<file path="config.mk">
export PLATFORM = sky130hd
export DESIGN_NAME = fwt2_ctrl
export DESIGN_NICKNAME = d
export VERILOG_FILES = /design/src/hdl/fwt2_pkg.sv /design/src/hdl/fwt2_ctrl.sv
export SDC_FILE = /design/constraint.sdc
export NUM_CORES = 1
export LEC_CHECK = 0
export ABC_AREA = 1
export ABC_CLOCK_PERIOD_IN_PS = 1200
export CAP_MARGIN = 0
export CORE_MARGIN = 8
export CORE_UTILIZATION = 25
export CTS_CLUSTER_DIAMETER = 120
export DETAILED_ROUTE_END_ITERATION = 7
export DONT_BUFFER_PORTS = 1
export GPL_TIMING_DRIVEN = 0
export PLACE_DENSITY_LB_ADDON = 0.12
export SLEW_MARGIN = 20
export SYNTH_ARGS = -nofsm -noshare
export SYNTH_HDL_FRONTEND = slang
export SYNTH_SLANG_ARGS = --single-unit
</file>
<file path="constraint.sdc">
create_clock -name clk -period 1.2 [get_ports clk]
set_input_delay 0.12 -clock clk [delete_from_list [all_inputs] [get_ports clk]]
set_output_delay 0.12 -clock clk [all_outputs]
set_load 0.005 [all_outputs]
</file>
<file path="src/hdl/fwt2_pkg.sv">
// ----------------------------------------------------------------------------
// fwt2_pkg: shared types and constants of the 2D Fenwick tree core
// Request and result payloads, action and register codes, and the command
// and status bundles between the controller and the datapath.
// ----------------------------------------------------------------------------
package fwt2_pkg;

    localparam int COORD_W    = 6;
    localparam int DELTA_W    = 32;
    localparam int RESULT_W   = 48;
    localparam int CFG_IDX_W  = 1;
    localparam int CFG_DATA_W = 7;
    localparam int WALK_W     = 8;
    localparam int TERM_COUNT = 4;

    localparam logic [1:0] ACT_ADD   = 2'd0;
    localparam logic [1:0] ACT_QUERY = 2'd1;
    localparam logic [1:0] ACT_CLEAR = 2'd2;

    localparam logic [CFG_IDX_W-1:0] CFG_ROWS = 1'b0;
    localparam logic [CFG_IDX_W-1:0] CFG_COLS = 1'b1;

    localparam logic [1:0] TERM_FIRST = 2'd0;

    typedef struct packed {
        logic [1:0]                action;
        logic [COORD_W-1:0]        row_a;
        logic [COORD_W-1:0]        col_a;
        logic [COORD_W-1:0]        row_b;
        logic [COORD_W-1:0]        col_b;
        logic signed [DELTA_W-1:0] delta;
    } req_t;

    typedef struct packed {
        logic signed [RESULT_W-1:0] rect_sum;
        logic                       bad_corner;
    } rsp_t;

    typedef enum logic [2:0] {
        S_CLEAR,
        S_IDLE,
        S_DECODE,
        S_WALK,
        S_NEXT,
        S_DRAIN,
        S_FINISH
    } state_t;

    typedef struct packed {
        logic       capture;
        logic       walk_start;
        logic       walk_add;
        logic [1:0] term;
        logic       walk_step;
        logic       acc_clear;
        logic       out_load;
        logic       clear_step;
    } cmd_t;

    typedef struct packed {
        logic [1:0]            action;
        logic                  add_ok;
        logic                  query_bad;
        logic [TERM_COUNT-1:0] term_mask;
        logic                  walk_last;
        logic                  clear_last;
        logic                  out_busy;
    } stat_t;

endpackage

</file>
<file path="src/hdl/fwt2_ctrl.sv">
// ----------------------------------------------------------------------------
// fwt2_ctrl: sequencer of the 2D Fenwick tree core
// Accepts requests, runs the add walk, up to four query walks or the clearing
// sweep, and hands finished query results to the output register.
// ----------------------------------------------------------------------------
module fwt2_ctrl (
    input  logic            clk,
    input  logic            rst_n,
    input  logic            req_valid,
    output logic            req_ready,
    input  fwt2_pkg::stat_t stat,
    output fwt2_pkg::cmd_t  cmd
);
    import fwt2_pkg::*;

    state_t     state_reg, state_next;
    logic [1:0] term_reg, term_next;
    logic       next_found;
    logic [1:0] next_term;

    always_ff @(posedge clk or negedge rst_n)
    begin
        if (!rst_n)
        begin
            state_reg <= S_CLEAR;
            term_reg  <= TERM_FIRST;
        end
        else
        begin
            state_reg <= state_next;
            term_reg  <= term_next;
        end
    end

    always_comb
    begin
        next_found = 1'b0;
        next_term  = term_reg;
        for (int t = TERM_COUNT - 1; t >= 1; t--)
        begin
            if (t > int'(term_reg) && stat.term_mask[t])
            begin
                next_found = 1'b1;
                next_term  = 2'(t);
            end
        end
    end

    always_comb
    begin
        cmd        = '0;
        req_ready  = 1'b0;
        state_next = state_reg;
        term_next  = term_reg;
        unique case (state_reg)
            S_IDLE:
            begin
                req_ready = 1'b1;
                if (req_valid)
                begin
                    cmd.capture = 1'b1;
                    state_next  = S_DECODE;
                end
            end
            S_DECODE:
            begin
                unique case (stat.action)
                    ACT_ADD:
                    begin
                        if (stat.add_ok)
                        begin
                            cmd.walk_start = 1'b1;
                            cmd.walk_add   = 1'b1;
                            state_next     = S_WALK;
                        end
                        else
                        begin
                            state_next = S_IDLE;
                        end
                    end
                    ACT_QUERY:
                    begin
                        cmd.acc_clear = 1'b1;
                        if (stat.query_bad)
                        begin
                            state_next = S_FINISH;
                        end
                        else
                        begin
                            cmd.walk_start = 1'b1;
                            cmd.term       = TERM_FIRST;
                            term_next      = TERM_FIRST;
                            state_next     = S_WALK;
                        end
                    end
                    ACT_CLEAR:
                    begin
                        state_next = S_CLEAR;
                    end
                    default:
                    begin
                        state_next = S_IDLE;
                    end
                endcase
            end
            S_WALK:
            begin
                cmd.walk_step = 1'b1;
                if (stat.walk_last)
                begin
                    if (stat.action != ACT_ADD && next_found)
                    begin
                        term_next  = next_term;
                        state_next = S_NEXT;
                    end
                    else
                    begin
                        state_next = S_DRAIN;
                    end
                end
            end
            S_NEXT:
            begin
                cmd.walk_start = 1'b1;
                cmd.term       = term_reg;
                state_next     = S_WALK;
            end
            S_DRAIN:
            begin
                state_next = (stat.action == ACT_ADD) ? S_IDLE : S_FINISH;
            end
            S_FINISH:
            begin
                if (!stat.out_busy)
                begin
                    cmd.out_load = 1'b1;
                    state_next   = S_IDLE;
                end
            end
            S_CLEAR:
            begin
                cmd.clear_step = 1'b1;
                if (stat.clear_last)
                begin
                    state_next = S_IDLE;
                end
            end
            default:
            begin
                state_next = S_IDLE;
            end
        endcase
    end

endmodule

</file>
==> flow_summary.yaml <==
run_status:
  status: "finished, violations left"
  violations: "setup timing"
place:
  gp_congestion: 0.761
  place_ws_ns: -0.101
  port_buffers: 0
  dp_hpwl_um: 1200
sta:
  final-setup-viol-count: 11
  rsz0062_at_grt: "true"
  worstMarginPinSlew_ns: 0.254
  slew_headroom_pct: 83.0
  fin_crit_sh_pct: 111
  setup_ws_ns: -0.130
  slew_violations: 0
  fmax_mhz: 752
  skew_ns: 0.00176
  fin_crit_ns: 1.33
  final_hold_viol_count: 0
  tns_ns: -0.913
  whs_ns: 0.112
pwr:
  ir_drop_v: 0.000886
  power_density_nw_per_um2: 2180
  p_total_mw: 1.64
  power.leakage_nw: 0.374
route:
  top_layer: "met3"
  vias: 581
  drtIter0Drc: 6
  wl_per_cell_um: 11.8
  route.detailed.drc: 0
  wl_met3_um: 95
  dr.pass1.iters: 4
  m1WireLength_um: 643
  routed_via_density: 4.47
  wirelength_um: 1540
  wl_met2_um: 798
  antenna_left: 0
clock_tree:
  clk_latency_ns: 0.24
  htreeDepth: 1
  cts_max_path_buffers: 2
  cts_buffers: 3
  cts_tree: "done"
  cts.reportedPaths.clkPinSlew_ns: 0.04
  cts_sinks: 5
  root_buffer: "clkbuf_4"
global_routing:
  grt_overflow_total: 0
  grt_antenna_before_repair: 0
  grt_pass1_wl_um: 2370
  grt_use_total_pct: 8.34
  grt_pass1_vias: 576
  grt_max_degree: 8
min_path:
  hp-class: "in -> reg"
  hold_path.startpoint: "stat[0]"
floorplanning:
  die_area_sq_um: 3750
  die_x_um: 61.2
  row_count: 16
  coreArea_sq_um: 1940
  die_h_um: 61.2
  start_util_pct: 26.4
  boundaryPins: 24
synthesis:
  syn_area_per_cell_sq_um: 5.82
  syn_area_sq_um: 512
  yosysSeqAreaShare_pct: 24.4
  ys_ff_latch: 5
  ys_warn_count: 0
  syn_nets: 102
  netlist_instances: 88
  netlist-cell-type-count: 17
setup_path:
  cp-end-kind: "output pin"
  r2r_start: "state_reg[1]"
  required_ns: 1.08
  crit_type: "reg -> out"
  critPathArrivalTime_ns: 1.21
  startpoint: "state_reg[1]"
  start_kind: "flip-flop"
  cp_max_fo: 6
final_layout:
  area_growth_pct: 46.7
  largest_reg_flops: 3
  num-nets-final: 118
  regArea_sq_um: 128
  multi_input_area_sq_um: 399
  drive_gt1_share_pct: 40.8
  antenna_cells: 0
  num-fill-cells: 235
job:
  max_cap_viol_count: 0
[kinds of logic after synthesis]
family	after synthesis	share of synthesized area, %
buffers and inverters	16	14.2
flip-flops	5	24.4
AO/OA/AOI/OAI	5	7.82
AND/OR/NAND/NOR	62	53.5
[timing repair]
| item | CTS | global route |
|---|---|---|
| hold buffers | 1 | 0 |
| endpoints found under the setup margin | 13 | 15 |
| pin swaps | 7 | 6 |
| hold endpoints to repair | 5 | 0 |
| gates resized for setup | 24 | 5 |
| setup buffers | 7 | 3 |
[per-stage QoR]
stage,instances,util (%),cell area (sq um)
6_report,130,38.7,751
5_1_grt,130,38.7,751
4_1_cts,127,36.4,707
3_5_place_dp,115,28.2,548
3_3_place_gp,115,28.2,548
2_1_floorplan,88,-,514
[critical path, cell delays in order, from the launching register on]
cell and delay (ns):
dfrtp_2 0.46, buf_4 0.17, nand3_4 0.10, nor2_4 0.05, nor2_2 0.11, nand2_2 0.07
[synth_stat cells]
cell type  count  area share [%]
nor2_1        15              11
a21oi_1        2             2.0
o21ai_0        1            0.98
inv_6          1             1.7
a31oi_1        1             1.2
nand2_2        3             3.7
a21boi_4       1             3.7
nand3_1        8             7.8
nor3_1         2             2.0
nand3b_1       3             4.4
nor2_4         1             2.2
buf_6          1             2.2
nand4_1        1             1.2
inv_2          1            0.73
dfrtp_1        5              24
inv_1         13             9.5
nand2_1       29              21
[cells in the final DEF, fill, tap and decap left out]
master and count:
nand2_1 27, inv_1 10, buf_4 9, nand3_1 7, nor2_4 6, nor2_2 6, inv_2 4, nor2_1 4
nand2_2 4, nand3b_1 3, clkbuf_4 3, dfrtp_1 3, buf_6 2, nor3_2 2, a21oi_1 2, dfrtp_2 2
nand2_4 1, inv_8 1, nand3_4 1, o21ai_0 1, nand4_1 1, a21boi_4 1, a31oi_1 1, clkbuf_1 1
dlygate4sd3_1 1
[final cells by class]
type | instances | area share, %
Multi-Input combinational cell | 67 | 53.2
Timing Repair Buffer | 11 | 11.8
Sequential cell | 5 | 17.0
Buffer | 1 | 1.50
Tap cell | 27 | 4.50
Inverter | 15 | 8.50
Clock buffer | 4 | 3.50
[metal layers]
metal	GRT usage, %	vias to the layer above
met5	0	-
met4	1.99	0
met3	3.76	0
met2	14.8	14
met1	8.74	262
li1	-	305
[worst paths after layout]
path,slack (ns),to,cells after the start
max,-0.13,cmd[7],5
min,0.11,state_reg[2],2
max reg2reg,-0.12,term_reg[1],8
max in group asynchronous,0.81,state_reg[0],1
min reg2reg,0.51,term_reg[1],2
min in group asynchronous,0.18,term_reg[0],1
[where the power goes]
part	switching (mW)	leakage [nW]	internal, mW	total [mW]
sequential	0.110	0.0623	0.244	0.354
combinational	0.615	0.296	0.479	1.09
clock	0.0654	0.0150	0.125	0.191
Note: power is estimated with default switching activity, not from simulation.
